[config.mk]
export PLATFORM = sky130hd
export DESIGN_NAME = waveform_peak_rms_decimator_flat
export DESIGN_NICKNAME = d
export VERILOG_FILES = /design/src/hw/rtl/wpr_pkg.sv /design/src/hw/rtl/wpr_req_if.sv /design/src/hw/rtl/wpr_rsp_if.sv /design/src/hw/rtl/wpr_chan_ram.sv /design/src/hw/rtl/wpr_rms_unit.sv /design/src/hw/rtl/waveform_peak_rms_decimator.sv /design/src/flat_wrapper.sv
export SDC_FILE = /design/constraint.sdc
export NUM_CORES = 2
export LEC_CHECK = 0
export BUFFER_PORTS_ARGS = -buffer_cell sky130_fd_sc_hd__buf_2
export CAP_MARGIN = 20
export CORE_MARGIN = 2
export CORE_UTILIZATION = 35
export DETAILED_ROUTE_END_ITERATION = 10
export SLEW_MARGIN = 30
export SYNTH_ARGS = -nofsm -noshare
export SYNTH_HDL_FRONTEND = slang
export SYNTH_HIERARCHICAL = 1
export SYNTH_SLANG_ARGS = --single-unit
[constraint.sdc]
create_clock -name clock -period 15.8 [get_ports clock]
set_input_delay 3.16 -clock clock [delete_from_list [all_inputs] [get_ports clock]]
set_output_delay 3.16 -clock clock [all_outputs]
set_load 0.02 [all_outputs]
[src/hw/rtl/wpr_pkg.sv]
// ----------------------------------------------------------------------------
// wpr_pkg
// Shared constants and register codes of the waveform peak/RMS decimator.
// ----------------------------------------------------------------------------
package wpr_pkg;

   localparam int MAX_CHANNELS_DEF = 8;
   localparam int SAMPLE_BITS_DEF  = 16;

   localparam int COUNT_BITS     = 16;
   localparam int PIXEL_BITS     = 16;
   localparam int CHANNEL_BITS   = 3;
   localparam int SPP_BITS       = 16;
   localparam int CC_BITS        = 4;
   localparam int CSR_INDEX_BITS = 2;
   localparam int CSR_DATA_BITS  = 16;

   localparam logic [SPP_BITS-1:0] SPP_RESET = 16'd512;
   localparam logic [CC_BITS-1:0]  CC_RESET  = 4'd2;

   typedef enum logic [CSR_INDEX_BITS-1:0] {
      CSR_SAMPLES_PER_PIXEL = 2'd0,
      CSR_CHANNEL_COUNT     = 2'd1
   } csr_index_type;

endpackage

[src/hw/rtl/wpr_req_if.sv]
// ----------------------------------------------------------------------------
// wpr_req_if
// Sample request channel: valid/ready with sample and framing flags.
// ----------------------------------------------------------------------------
interface wpr_req_if #(
   parameter int SAMPLE_BITS = wpr_pkg::SAMPLE_BITS_DEF
);
   logic                          valid;
   logic                          ready;
   logic signed [SAMPLE_BITS-1:0] sample;
   logic                          buffer_start;
   logic                          channel_final;

   modport source (output valid, output sample, output buffer_start,
                   output channel_final, input ready);
   modport sink   (input valid, input sample, input buffer_start,
                   input channel_final, output ready);
endinterface

[src/hw/rtl/wpr_rsp_if.sv]
// ----------------------------------------------------------------------------
// wpr_rsp_if
// Pixel response channel: valid/ready with one finished pixel.
// ----------------------------------------------------------------------------
interface wpr_rsp_if #(
   parameter int SAMPLE_BITS = wpr_pkg::SAMPLE_BITS_DEF
);
   logic                               valid;
   logic                               ready;
   logic [wpr_pkg::CHANNEL_BITS-1:0]   channel;
   logic [wpr_pkg::PIXEL_BITS-1:0]     pixel_index;
   logic signed [SAMPLE_BITS-1:0]      peak_high;
   logic signed [SAMPLE_BITS-1:0]      peak_low;
   logic [SAMPLE_BITS-1:0]             rms;
   logic [wpr_pkg::COUNT_BITS-1:0]     sample_total;

   modport source (output valid, output channel, output pixel_index, output peak_high,
                   output peak_low, output rms, output sample_total, input ready);
   modport sink   (input valid, input channel, input pixel_index, input peak_high,
                   input peak_low, input rms, input sample_total, output ready);
endinterface

[src/hw/rtl/wpr_chan_ram.sv]
// ----------------------------------------------------------------------------
// wpr_chan_ram
// Per-channel accumulator store, one write and one registered read port.
// ----------------------------------------------------------------------------
module wpr_chan_ram #(
   parameter int DEPTH  = wpr_pkg::MAX_CHANNELS_DEF,
   parameter int WIDTH  = 8,
   parameter int ADDR_W = 3
) (
   input  logic              clock,
   input  logic              wr_en,
   input  logic [ADDR_W-1:0] wr_addr,
   input  logic [WIDTH-1:0]  wr_data,
   input  logic              rd_en,
   input  logic [ADDR_W-1:0] rd_addr,
   output logic [WIDTH-1:0]  rd_data
);
   logic [WIDTH-1:0] mem_ff [DEPTH];
   logic [WIDTH-1:0] rd_data_ff;

   always_ff @(posedge clock) begin
      if (wr_en) begin
         mem_ff[wr_addr] <= wr_data;
      end
      if (rd_en) begin
         rd_data_ff <= mem_ff[rd_addr];
      end
   end

   assign rd_data = rd_data_ff;
endmodule

[src/hw/rtl/wpr_rms_unit.sv]
// ----------------------------------------------------------------------------
// wpr_rms_unit
// Iterative mean and root: restoring divide, then digit-by-digit square root.
// ----------------------------------------------------------------------------
module wpr_rms_unit #(
   parameter int SAMPLE_BITS = wpr_pkg::SAMPLE_BITS_DEF,
   parameter int SUM_W       = 2 * wpr_pkg::SAMPLE_BITS_DEF - 2 + wpr_pkg::COUNT_BITS
) (
   input  logic                           clock,
   input  logic                           reset,
   input  logic                           start,
   input  logic [SUM_W-1:0]               sum,
   input  logic [wpr_pkg::COUNT_BITS-1:0] count,
   output logic                           done,
   output logic [SAMPLE_BITS-1:0]         rms
);
   localparam int CW  = wpr_pkg::COUNT_BITS;
   localparam int RW  = 2 * SAMPLE_BITS;
   localparam int SRW = SAMPLE_BITS + 2;
   localparam int IW  = $clog2(SUM_W + 1);

   typedef enum logic [1:0] {PH_IDLE, PH_DIV, PH_SQRT} phase_type;

   phase_type              phase_ff;
   logic [IW-1:0]          step_ff;
   logic [SUM_W-1:0]       num_ff;
   logic [CW-1:0]          den_ff;
   logic [CW-1:0]          rem_ff;
   logic [RW-1:0]          rad_ff;
   logic [SRW-1:0]         srem_ff;
   logic [SAMPLE_BITS-1:0] root_ff;
   logic                   done_ff;

   logic [CW:0]            rem_sh;
   logic                   div_ge;
   logic [CW:0]            rem_in;
   logic [SRW+1:0]         srem_sh;
   logic [SRW+1:0]         trial;
   logic                   sq_ge;
   logic [SRW+1:0]         srem_diff;

   always_comb begin
      rem_sh    = {rem_ff, num_ff[SUM_W-1]};
      div_ge    = rem_sh >= {1'b0, den_ff};
      rem_in    = div_ge ? rem_sh - {1'b0, den_ff} : rem_sh;
      srem_sh   = {srem_ff, rad_ff[RW-1:RW-2]};
      trial     = (SRW+2)'({root_ff, 2'b01});
      sq_ge     = srem_sh >= trial;
      srem_diff = sq_ge ? srem_sh - trial : srem_sh;
   end

   always_ff @(posedge clock) begin
      if (reset) begin
         phase_ff <= PH_IDLE;
         done_ff  <= 1'b0;
      end else begin
         done_ff <= 1'b0;
         unique case (phase_ff)
            PH_IDLE: begin
               if (start) begin
                  phase_ff <= PH_DIV;
                  step_ff  <= IW'(SUM_W - 1);
                  num_ff   <= sum;
                  den_ff   <= count;
                  rem_ff   <= '0;
               end
            end
            PH_DIV: begin
               rem_ff <= rem_in[CW-1:0];
               num_ff <= {num_ff[SUM_W-2:0], div_ge};
               if (step_ff == '0) begin
                  phase_ff <= PH_SQRT;
                  step_ff  <= IW'(SAMPLE_BITS - 1);
                  rad_ff   <= RW'({num_ff[SUM_W-2:0], div_ge});
                  srem_ff  <= '0;
                  root_ff  <= '0;
               end else begin
                  step_ff <= step_ff - 1'b1;
               end
            end
            PH_SQRT: begin
               srem_ff <= srem_diff[SRW-1:0];
               root_ff <= {root_ff[SAMPLE_BITS-2:0], sq_ge};
               rad_ff  <= {rad_ff[RW-3:0], 2'b00};
               if (step_ff == '0) begin
                  phase_ff <= PH_IDLE;
                  done_ff  <= 1'b1;
               end else begin
                  step_ff <= step_ff - 1'b1;
               end
            end
            default: phase_ff <= PH_IDLE;
         endcase
      end
   end

   assign done = done_ff;
   assign rms  = root_ff;
endmodule

[src/hw/rtl/waveform_peak_rms_decimator.sv]
// ----------------------------------------------------------------------------
// waveform_peak_rms_decimator
// Per-channel peak-high, peak-low and RMS decimation of interleaved samples.
//
//   channel   direction  handshake       payload
//   req_bus   in         valid/ready     sample, buffer_start, channel_final
//   rsp_bus   out        valid/ready     channel, pixel_index, peaks, rms, total
//   csr_*     in         write enable    index, 16-bit data
//
// A sample that closes no pixel passes accept, store read and update.
// A closing sample adds the RMS unit: SUM_W divide steps plus SAMPLE_BITS
// root steps, then a flush into the response registers.
// Synchronous reset; the store needs no clearing pass (per-entry valid bits).
// A stalled response holds; the next sample is taken while it waits.
// ----------------------------------------------------------------------------
module waveform_peak_rms_decimator #(
   parameter int MAX_CHANNELS = wpr_pkg::MAX_CHANNELS_DEF,
   parameter int SAMPLE_BITS  = wpr_pkg::SAMPLE_BITS_DEF
) (
   input  logic                              clock,
   input  logic                              reset,
   wpr_req_if.sink                           req_bus,
   wpr_rsp_if.source                         rsp_bus,
   input  logic                              csr_write_enable,
   input  logic [wpr_pkg::CSR_INDEX_BITS-1:0] csr_index,
   input  logic [wpr_pkg::CSR_DATA_BITS-1:0] csr_write_data
);
   localparam int CH_W  = (MAX_CHANNELS > 1) ? $clog2(MAX_CHANNELS) : 1;
   localparam int CC_W  = ($clog2(MAX_CHANNELS + 1) > wpr_pkg::CC_BITS) ?
                          $clog2(MAX_CHANNELS + 1) : wpr_pkg::CC_BITS;
   localparam int SB    = SAMPLE_BITS;
   localparam int CNT_W = wpr_pkg::COUNT_BITS;
   localparam int PIX_W = wpr_pkg::PIXEL_BITS;
   localparam int SUM_W = 2 * SB - 2 + CNT_W;
   localparam int ENT_W = 2 * SB + SUM_W + CNT_W + PIX_W;

   localparam logic signed [SB-1:0] S_MIN = {1'b1, {(SB-1){1'b0}}};
   localparam logic signed [SB-1:0] S_MAX = {1'b0, {(SB-1){1'b1}}};

   typedef enum logic [2:0] {ST_IDLE, ST_READ, ST_UPDATE, ST_CALC, ST_FLUSH} state_type;

   state_type                   state_ff;
   logic [wpr_pkg::SPP_BITS-1:0] spp_ff;
   logic [wpr_pkg::CC_BITS-1:0] cc_ff;
   logic [CH_W-1:0]             ptr_ff;
   logic [MAX_CHANNELS-1:0]     valid_ff;

   logic [CH_W-1:0]             ch_ff;
   logic signed [SB-1:0]        samp_ff;
   logic [2*SB-1:0]             sq_ff;
   logic                        final_ff;
   logic                        hit_ff;

   logic [wpr_pkg::CHANNEL_BITS-1:0] res_ch_ff;
   logic [PIX_W-1:0]            res_pix_ff;
   logic signed [SB-1:0]        res_high_ff;
   logic signed [SB-1:0]        res_low_ff;
   logic [CNT_W-1:0]            res_cnt_ff;

   logic                        rsp_valid_ff;
   logic [wpr_pkg::CHANNEL_BITS-1:0] rsp_ch_ff;
   logic [PIX_W-1:0]            rsp_pix_ff;
   logic signed [SB-1:0]        rsp_high_ff;
   logic signed [SB-1:0]        rsp_low_ff;
   logic [SB-1:0]               rsp_rms_ff;
   logic [CNT_W-1:0]            rsp_cnt_ff;

   logic                        accept;
   logic [CC_W-1:0]             cc_eff;
   logic [CH_W-1:0]             ptr_base;
   logic [CH_W-1:0]             ch_sel;
   logic [CH_W-1:0]             ptr_in;
   logic [SB-1:0]               mag;
   logic [CNT_W-1:0]            spp_eff;

   logic [ENT_W-1:0]            rd_data;
   logic [ENT_W-1:0]            ent;
   logic signed [SB-1:0]        ent_high;
   logic signed [SB-1:0]        ent_low;
   logic [SUM_W-1:0]            ent_sum;
   logic [CNT_W-1:0]            ent_cnt;
   logic [PIX_W-1:0]            ent_pix;
   logic signed [SB-1:0]        new_high;
   logic signed [SB-1:0]        new_low;
   logic [SUM_W-1:0]            new_sum;
   logic [CNT_W-1:0]            new_cnt;
   logic                        emit;
   logic [ENT_W-1:0]            wr_data;
   logic                        wr_en;
   logic                        rms_start;
   logic                        rms_done;
   logic [SB-1:0]               rms_value;
   logic                        out_free;

   assign accept  = req_bus.valid && req_bus.ready;
   assign req_bus.ready = (state_ff == ST_IDLE);
   assign out_free = !rsp_valid_ff || rsp_bus.ready;

   always_comb begin
      cc_eff = CC_W'(cc_ff);
      if (cc_eff == '0) begin
         cc_eff = CC_W'(1);
      end else if (cc_eff > CC_W'(MAX_CHANNELS)) begin
         cc_eff = CC_W'(MAX_CHANNELS);
      end
      ptr_base = req_bus.buffer_start ? '0 : ptr_ff;
      ch_sel   = (CC_W'(ptr_base) >= cc_eff) ? '0 : ptr_base;
      ptr_in   = ((CC_W'(ch_sel) + CC_W'(1)) >= cc_eff) ? '0 : CH_W'(ch_sel + 1'b1);
      mag      = req_bus.sample[SB-1] ? SB'(~req_bus.sample + 1'b1) : SB'(req_bus.sample);
      spp_eff  = (spp_ff == '0) ? CNT_W'(1) : spp_ff;
   end

   always_comb begin
      ent      = hit_ff ? rd_data : {PIX_W'(0), CNT_W'(0), SUM_W'(0), S_MAX, S_MIN};
      ent_high = ent[SB-1:0];
      ent_low  = ent[2*SB-1:SB];
      ent_sum  = ent[2*SB+SUM_W-1:2*SB];
      ent_cnt  = ent[2*SB+SUM_W+CNT_W-1:2*SB+SUM_W];
      ent_pix  = ent[ENT_W-1:ENT_W-PIX_W];
      new_high = (samp_ff > ent_high) ? samp_ff : ent_high;
      new_low  = (samp_ff < ent_low) ? samp_ff : ent_low;
      new_sum  = ent_sum + SUM_W'(sq_ff);
      new_cnt  = ent_cnt + 1'b1;
      emit     = (new_cnt >= spp_eff) || final_ff;
      wr_data  = emit ? {PIX_W'(ent_pix + 1'b1), CNT_W'(0), SUM_W'(0), S_MAX, S_MIN}
                      : {ent_pix, new_cnt, new_sum, new_low, new_high};
      wr_en     = (state_ff == ST_UPDATE);
      rms_start = (state_ff == ST_UPDATE) && emit;
   end

   always_ff @(posedge clock) begin
      if (reset) begin
         spp_ff <= wpr_pkg::SPP_RESET;
         cc_ff  <= wpr_pkg::CC_RESET;
      end else if (csr_write_enable) begin
         unique case (csr_index)
            wpr_pkg::CSR_SAMPLES_PER_PIXEL: spp_ff <= csr_write_data;
            wpr_pkg::CSR_CHANNEL_COUNT:     cc_ff  <= csr_write_data[wpr_pkg::CC_BITS-1:0];
            default: ;
         endcase
      end
   end

   always_ff @(posedge clock) begin
      if (reset) begin
         state_ff     <= ST_IDLE;
         ptr_ff       <= '0;
         valid_ff     <= '0;
         rsp_valid_ff <= 1'b0;
      end else begin
         if (state_ff == ST_FLUSH && out_free) begin
            rsp_valid_ff <= 1'b1;
         end else if (rsp_bus.ready) begin
            rsp_valid_ff <= 1'b0;
         end
         unique case (state_ff)
            ST_IDLE: begin
               if (accept) begin
                  state_ff <= ST_READ;
                  ptr_ff   <= ptr_in;
                  ch_ff    <= ch_sel;
                  samp_ff  <= req_bus.sample;
                  sq_ff    <= mag * mag;
                  final_ff <= req_bus.channel_final;
                  hit_ff   <= !req_bus.buffer_start && valid_ff[ch_sel];
                  if (req_bus.buffer_start) begin
                     valid_ff <= '0;
                  end
               end
            end
            ST_READ: begin
               state_ff <= ST_UPDATE;
            end
            ST_UPDATE: begin
               valid_ff[ch_ff] <= 1'b1;
               res_ch_ff   <= wpr_pkg::CHANNEL_BITS'(ch_ff);
               res_pix_ff  <= ent_pix;
               res_high_ff <= new_high;
               res_low_ff  <= new_low;
               res_cnt_ff  <= new_cnt;
               state_ff    <= emit ? ST_CALC : ST_IDLE;
            end
            ST_CALC: begin
               if (rms_done) begin
                  state_ff <= ST_FLUSH;
               end
            end
            ST_FLUSH: begin
               if (out_free) begin
                  rsp_ch_ff    <= res_ch_ff;
                  rsp_pix_ff   <= res_pix_ff;
                  rsp_high_ff  <= res_high_ff;
                  rsp_low_ff   <= res_low_ff;
                  rsp_rms_ff   <= rms_value;
                  rsp_cnt_ff   <= res_cnt_ff;
                  state_ff     <= ST_IDLE;
               end
            end
            default: state_ff <= ST_IDLE;
         endcase
      end
   end

   wpr_chan_ram #(
      .DEPTH  (MAX_CHANNELS),
      .WIDTH  (ENT_W),
      .ADDR_W (CH_W)
   ) u_chan_ram (
      .clock   (clock),
      .wr_en   (wr_en),
      .wr_addr (ch_ff),
      .wr_data (wr_data),
      .rd_en   (accept),
      .rd_addr (ch_sel),
      .rd_data (rd_data)
   );

   wpr_rms_unit #(
      .SAMPLE_BITS (SB),
      .SUM_W       (SUM_W)
   ) u_rms_unit (
      .clock (clock),
      .reset (reset),
      .start (rms_start),
      .sum   (new_sum),
      .count (new_cnt),
      .done  (rms_done),
      .rms   (rms_value)
   );

   assign rsp_bus.valid        = rsp_valid_ff;
   assign rsp_bus.channel      = rsp_ch_ff;
   assign rsp_bus.pixel_index  = rsp_pix_ff;
   assign rsp_bus.peak_high    = rsp_high_ff;
   assign rsp_bus.peak_low     = rsp_low_ff;
   assign rsp_bus.rms          = rsp_rms_ff;
   assign rsp_bus.sample_total = rsp_cnt_ff;
endmodule

[src/flat_wrapper.sv]
// flat-port wrapper written by rule: the top's interface ports become plain ports
module waveform_peak_rms_decimator_flat 
#(
   parameter int MAX_CHANNELS = wpr_pkg::MAX_CHANNELS_DEF,
   parameter int SAMPLE_BITS  = wpr_pkg::SAMPLE_BITS_DEF
)
  (clock, reset, csr_write_enable, csr_index, csr_write_data, req_bus_valid, req_bus_sample, req_bus_buffer_start, req_bus_channel_final, req_bus_ready, rsp_bus_valid, rsp_bus_channel, rsp_bus_pixel_index, rsp_bus_peak_high, rsp_bus_peak_low, rsp_bus_rms, rsp_bus_sample_total, rsp_bus_ready);
  wpr_req_if #(.SAMPLE_BITS(SAMPLE_BITS)) req_bus_i ();
  wpr_rsp_if #(.SAMPLE_BITS(SAMPLE_BITS)) rsp_bus_i ();
  input  logic clock;
  input  logic reset;
  input  logic csr_write_enable;
  input  logic [wpr_pkg::CSR_INDEX_BITS-1:0] csr_index;
  input  logic [wpr_pkg::CSR_DATA_BITS-1:0] csr_write_data;
  input wire logic [$bits(req_bus_i.valid)-1:0] req_bus_valid;
  input wire logic [$bits(req_bus_i.sample)-1:0] req_bus_sample;
  input wire logic [$bits(req_bus_i.buffer_start)-1:0] req_bus_buffer_start;
  input wire logic [$bits(req_bus_i.channel_final)-1:0] req_bus_channel_final;
  output wire logic [$bits(req_bus_i.ready)-1:0] req_bus_ready;
  output wire logic [$bits(rsp_bus_i.valid)-1:0] rsp_bus_valid;
  output wire logic [$bits(rsp_bus_i.channel)-1:0] rsp_bus_channel;
  output wire logic [$bits(rsp_bus_i.pixel_index)-1:0] rsp_bus_pixel_index;
  output wire logic [$bits(rsp_bus_i.peak_high)-1:0] rsp_bus_peak_high;
  output wire logic [$bits(rsp_bus_i.peak_low)-1:0] rsp_bus_peak_low;
  output wire logic [$bits(rsp_bus_i.rms)-1:0] rsp_bus_rms;
  output wire logic [$bits(rsp_bus_i.sample_total)-1:0] rsp_bus_sample_total;
  input wire logic [$bits(rsp_bus_i.ready)-1:0] rsp_bus_ready;
  assign req_bus_i.valid = req_bus_valid;
  assign req_bus_i.sample = req_bus_sample;
  assign req_bus_i.buffer_start = req_bus_buffer_start;
  assign req_bus_i.channel_final = req_bus_channel_final;
  assign req_bus_ready = req_bus_i.ready;
  assign rsp_bus_valid = rsp_bus_i.valid;
  assign rsp_bus_channel = rsp_bus_i.channel;
  assign rsp_bus_pixel_index = rsp_bus_i.pixel_index;
  assign rsp_bus_peak_high = rsp_bus_i.peak_high;
  assign rsp_bus_peak_low = rsp_bus_i.peak_low;
  assign rsp_bus_rms = rsp_bus_i.rms;
  assign rsp_bus_sample_total = rsp_bus_i.sample_total;
  assign rsp_bus_i.ready = rsp_bus_ready;
  waveform_peak_rms_decimator #(.MAX_CHANNELS(MAX_CHANNELS), .SAMPLE_BITS(SAMPLE_BITS)) u_core (.clock(clock), .reset(reset), .req_bus(req_bus_i), .rsp_bus(rsp_bus_i), .csr_write_enable(csr_write_enable), .csr_index(csr_index), .csr_write_data(csr_write_data));
endmodule
======== Word level (Yosys, flattened, before mapping) ========
Memory sizes are Yosys's and may differ from the RTL's. A register that Yosys moved wholly into a read port is not among the register bits.
Index checks and enable logic that the tools add are counted.
operators by class
  $add $sub $neg .......................... 9
  multipliers ............................. 1
  order comparisons ....................... 11
  eq/ne operators ......................... 15
  mux-type cells .......................... 48
  bitwise operators ....................... 4
  reduce and logical (&&, ||, !) cells .... 34
operators by type and width
  operator                                        number
  2-to-1 mux 110 bit                              2
  2-to-1 mux 16 bit                               7
  one-hot mux 46 bit (2 select lines)             1
  one-hot mux 16 bit (2 select lines)             2
  one-hot mux 32 bit (2 select lines)             1
  adder 16 x 1 -> 16 bit (second input constant)  3
  adder 46 x 32 -> 46 bit                         1
  2-to-1 mux 46 bit                               1
  2-to-1 mux 18 bit                               2
  one-hot mux 18 bit (2 select lines)             1
  multiplier 16 x 16 -> 32 bit                    1
  2-to-1 mux 32 bit                               1
  AND reduction 3 bit                             8
  >= comparator 20 x 18 -> 1 bit                  1
  2-to-1 mux 3 bit                                6
  2-to-1 mux 6 bit                                3
  one-hot mux 6 bit (3 select lines)              1
  subtractor 18 bit                               1
  >= comparator 17 x 16 -> 1 bit                  1
  >= comparator 16 bit                            1
  > comparator 16 bit                             1
  zero test 16 bit                                1
  < comparator 16 bit                             1
  2-to-1 mux 8 bit                                2
  other kinds (39)                                72
storage, ports and cells
  flip-flop bits (word level) ............. 391
  bits in writable memories ............... 880
  bits of input ports ..................... 41
  output and inout port bits .............. 85
  word-level logic and storage cells ...... 154
  memories kept ........................... 1
memory list
  memory                    depth  width  read ports  clocked after memory_dff  wr ports  RTL line            text
  u_core.u_chan_ram.mem_ff  8      110    1           1                         1         wpr_chan_ram.sv:18  logic [WIDTH-1:0] mem_ff [DEPTH];

======== Longest topological paths before layout ========
  word-level depth ........................ 8
  mapped depth ............................ 31
  mapped depth without buffers ............ 28

======== Cells and area by module ========
The synthesis kept the hierarchy.
modules (own cells, without submodules)
  module                       times used  cells each  area an instance (um^2)  sequential area each (um^2)
  wpr_chan_ram                 1           1394        37080.6                  29728.5
  waveform_peak_rms_decimator  1           2122        20686.1                  6736.5
  wpr_rms_unit                 1           664         8230.4                   4564.4

======== Worst setup path before layout ========
No wires, ideal clock.
  path kind ............................... input-to-reg
  start ................................... in req_bus_sample[0]
  end ..................................... reg u_core.sq_ff[30] (data pin)
  library setup time ...................... 0.264 ns
  arrival time ............................ 10.218 ns
  data required time ...................... 15.536 ns
  path slack .............................. 5.318 ns
  stages .................................. 28
  buffers on the path ..................... 3
  cells stage by stage .................... inv_1 > clkbuf_1 > ha_1 > or3b_1 > clkbuf_1 > o41a_1 > xnor2_2 > inv_1 > clkbuf_1 > nand2_1 > fa_1 > inv_1 > fa_1 > fa_1 > fa_1 > fa_1 > inv_1 > fa_1 > inv_1 > ha_1 > a21o_1 > a21o_1 > a21o_1 > a21oi_1 > o21bai_1 > a41o_1 > a221oi_1 > xnor2_1
between the ends
  longest elaborated chain between the ends .. 4
RTL lines
  item                              RTL line                            text
  start, declared                   flat_wrapper.sv:16                  input wire logic [$bits(req_bus_i.sample)-1:0] req_bus_sample;
  inverter 16 bit                   waveform_peak_rms_decimator.sv:109  mag = req_bus.sample[SB-1] ? SB'(~req_bus.sample + 1'b1) : SB'(req_bus.sample);
  adder 16 x 1 -> 16 bit            waveform_peak_rms_decimator.sv:109
  2-to-1 mux 16 bit (*)             waveform_peak_rms_decimator.sv:109
  multiplier 16 x 16 -> 32 bit (*)  waveform_peak_rms_decimator.sv:163  sq_ff <= mag * mag;
  end signal, assigned              waveform_peak_rms_decimator.sv:163
  end, declared                     waveform_peak_rms_decimator.sv:50   logic [2*SB-1:0] sq_ff;
Every way passes the cells marked *; elsewhere a longest branch is shown, timed or not.
A chain may end at the register's enable or synchronous reset.

======== Worst setup path after layout ========
Same ends and word-level chain as after synthesis.

==> impl_metrics.py <==
metrics = {
    "outcome": {
        "status": "finished clean",
    },
    "synthesis": {
        "syn_inst": 4180,
        "synth_seq_area_share_pct": 62.2,
        "synth-async-reset-ratio_pct": 0,
        "yosysMostFrequentCell": "edfxtp_1",
        "synth-edff-count": 1341,
        "ys_warn_count": 6,
        "syn-cell-area_um2": 66000,
        "ys_ff_latch": 1379,
        "yosysUniqueCellTypes": 96,
        "synth_top_area_cell": "edfxtp_1",
        "synth_area_leaders": "edfxtp_1 61%, mux4_1 6.4%, fa_1 5.0%",
        "synth_flop_cell": "edfxtp_1",
        "ys_top_cells_by_count": "1341 x edfxtp_1, 352 x inv_1, 250 x nand2_1, 225 x ha_1, 221 x nor2_1",
        "avgSynthCellArea_um2": 15.8,
        "yosys.area.top_type_share_pct": 61.0,
    },
    "worst_setup_path": {
        "ff2ff_setup_slack_ns": 9.62,
        "path_class": "input pin to register",
        "crit_top_cell": "fa_1",
        "crit_fanout": 16,
        "cp_slowest_cell": "xor2_1",
        "start_kind": "input pin",
        "crit_path_end_kind": "register",
        "r2r_cells": 17,
        "r2r-end": "u_core/u_chan_ram/mem_ff[4][71]",
        "crit_chain": "buf_2 > inv_1 > ha_1 > or3b_1 > o21ai_0 > xor2_1 > clkinv_1 > nand2_1 > fa_1 > fa_1 > inv_1 > fa_1 > fa_1 > fa_1 > fa_1 > ha_1 > nor2b_1 > or3_1 > nor3_1 > o31ai_1 > a41o_1 > a221oi_1 > xnor2_1",
        "cpPeakStageDelay_ns": 0.66,
        "crit_arrival_ns": 11.25,
        "r2r_start": "u_core/hit_ff",
        "crit_required_ns": 16.31,
    },
    "cts": {
        "root_buffer": "clkbuf_16",
        "clk_latency_ns": 0.78,
        "cts_hold_buffers": 0,
        "cts_setup_buffers": 0,
        "post_cts_resized": 0,
        "clockBufferDepth": 3,
        "clock-sinks": 1379,
        "cts_buffers": 143,
        "tritoncts": "built",
        "clk_pin_slew_ns": 0.06,
        "cts_max_level": 4,
    },
    "routing": {
        "dr_wl_met3_um": 8540,
        "num_vias": 35800,
        "met2WireLength_um": 69000,
        "dr.pass1.iters": 6,
        "antenna_left": 0,
        "drc": 0,
        "wire_per_inst_um": 20.9,
        "drt-total-wl_um": 146000,
        "viasPerCell": 5.14,
        "first_iter_violations": 2459,
        "drt-met1-wl_um": 64800,
        "highest_layer": "met4",
    },
    "cells_and_area": {
        "area_growth_pct": 12.5,
        "multi_input_area_um2": 22900,
        "fill_cells": 17000,
        "drive_above_1_share_pct": 15.5,
        "num_antenna_cells": 0,
        "design_area_um2": 74200,
        "layout.nets": 4792,
        "regArea_um2": 41000,
    },
    "sta": {
        "hold_viol_final": 0,
        "finClkSkew_ns": 0.0439,
        "fin_hold_ws_ns": 0.415,
        "fin_crit_ns": 10.74,
        "rsz0062_at_grt": "no",
        "final.setup.tns_ns": 0,
        "maxSlewViolCount": 0,
        "slew_headroom_pct": 34.4,
        "setup_viol": 0,
        "fmax_mhz": 93.1,
        "worst_pin_slew_ns": 0.984,
        "min_period_over_period_pct": 68.0,
    },
    "global_route": {
        "grt_pass1_wl_um": 223000,
        "antenna_found_initial": 1,
        "grt_max_degree": 111,
        "grt_usage_pct": 15.2,
        "grt_pass1_vias": 36800,
        "grt_overflow": 0,
    },
    "hold_path": {
        "hp-start": "u_core/res_cnt_ff[9]",
        "min_delay_worst_endpoint": "u_core/rsp_bus.sample_total[9]",
        "hold_path_class": "register to register",
        "min_path_cells": 0,
    },
    "floorplan": {
        "fp.dieW_um": 438,
        "start_util_pct": 35.2,
        "ios": 126,
        "die_h_um": 438,
        "fp-row-count": 159,
        "dieArea_um2": 192000,
        "core_area_um2": 188000,
    },
    "placement": {
        "place_area_um2": 69500,
        "port_buffers": 125,
        "place.gp.congestion": 0.831,
        "dp_hpwl_um": 88500,
    },
    "pwr": {
        "vdd.ir_drop.worst_mv": 0.365,
        "p_per_area_nw_per_um2": 170,
        "p_leak_nw": 26.5,
        "p_total_mw": 12.6,
    },
    "flow_run": {
        "maxCapViolations": 0,
    },
}
-- state kept, by name, summed over array words and instances (netlist names), 18 cells and up --
signal and flops:
u_core/sq_ff 30, u_core/u_chan_ram/mem_ff 880, u_core/u_chan_ram/rd_data 110, u_core/u_rms_unit/num_ff 46
u_core/u_rms_unit/rad_ff 32, u_core/u_rms_unit/srem_ff 18
-- power breakdown --
group,switching (mW),internal [mW],leakage [nW]
registers,0.0690,4.44,12.6
clock network,1.42,1.87,2.23
logic,2.84,1.95,11.7
total,4.33,8.26,26.5
-- critical path, delay by kind of cell --
kind	cells	cell delay [ns]
compound gates	4	1.10
xor+xnor	2	0.76
fa+ha+maj	8	3.58
buf+inv	4	1.15
simple gates	5	1.50
-- layout make-up --
| type | count | share of cell area, % |
|---|---|---|
| Clock buffer | 172 | 5.00 |
| Clock inverter | 85 | 1.17 |
| Inverter | 357 | 1.83 |
| Multi-Input combinational cell | 2296 | 30.9 |
| Sequential cell | 1379 | 55.3 |
| Tap cell | 2495 | 4.21 |
| Timing Repair Buffer | 183 | 1.67 |
-- metrics by stage --
| stage | std cells | util, % | setup slack, ns |
|---|---|---|---|
| 6_report | 6967 | 39.6 | 5.06 |
| 5_1_grt | 6967 | 39.6 | 4.62 |
| 4_1_cts | 6963 | 39.5 | 5.21 |
| 3_3_place_gp | 6704 | 37.0 | 4.63 |
| 2_1_floorplan | 4189 | - | 5.32 |
| 3_5_place_dp | 6706 | 37.1 | 4.37 |
-- how the worst max path moves through the flow --
stage          cells after the start               end              start
6_report                          23  u_core/sq_ff[30]  req_bus_sample[0]
5_1_grt                           23  u_core/sq_ff[30]  req_bus_sample[0]
4_1_cts                           23  u_core/sq_ff[30]  req_bus_sample[0]
3_5_place_dp                      23  u_core/sq_ff[30]  req_bus_sample[0]
3_3_place_gp                      27  u_core/sq_ff[29]  req_bus_sample[0]
2_1_floorplan                     28  u_core/sq_ff[30]  req_bus_sample[0]
-- logic make-up after synthesis --
group | synth area share, %
and+or+nand+nor | 5.94
adders and majority gates | 9.30
AOI/OAI and AO/OA | 4.80
DFF | 62.2
xor gates and xnor gates | 1.84
other | 0.0114
muxes | 12.5
buffers and inverters | 3.40
-- per-layer routing --
metal,vias to the layer above,track usage [%]
met5,-,0
met4,0,4.18
met3,205,2.83
met2,993,24.6
met1,18400,20.9
li1,16200,-
-- cell usage in the layout (no fill, tap or decap), types with 11 or more instances in the layout --
| cell | Yosys | final |
|---|---|---|
| edfxtp_1 | 1341 | 1341 |
| inv_1 | 352 | 348 |
| nand2_1 | 250 | 249 |
| ha_1 | 225 | 223 |
| nor2_1 | 221 | 212 |
| mux2_2 | 190 | 190 |
| fa_1 | 166 | 166 |
| mux4_1 | 162 | 162 |
| clkbuf_16 | 0 | 144 |
| a21oi_1 | 144 | 141 |
| buf_2 | 9 | 125 |
| and2_1 | 100 | 100 |
| xnor2_1 | 83 | 82 |
| o21ai_0 | 78 | 78 |
| mux4_2 | 59 | 59 |
| a21o_1 | 54 | 54 |
| nand3_1 | 54 | 54 |
| mux2i_1 | 55 | 54 |
| xor2_1 | 52 | 52 |
| buf_4 | 1 | 45 |
| nor3_1 | 45 | 42 |
| dfxtp_1 | 38 | 38 |
| clkinv_1 | 2 | 35 |
| nand4_1 | 32 | 32 |
| clkbuf_1 | 109 | 28 |
| clkinv_2 | 0 | 23 |
| nand2b_1 | 23 | 23 |
| o21a_1 | 22 | 22 |
| nor2b_1 | 20 | 20 |
| o211ai_1 | 20 | 20 |
| a211o_1 | 20 | 20 |
| o21bai_1 | 16 | 16 |
| a31oi_1 | 16 | 16 |
| and3_1 | 13 | 13 |
| a211oi_1 | 13 | 13 |
| nor4_1 | 12 | 12 |
| bufinv_16 | 0 | 11 |
| or3_1 | 11 | 11 |
| conb_1 | 2 | 11 |
(Power assumes the default switching activity.)
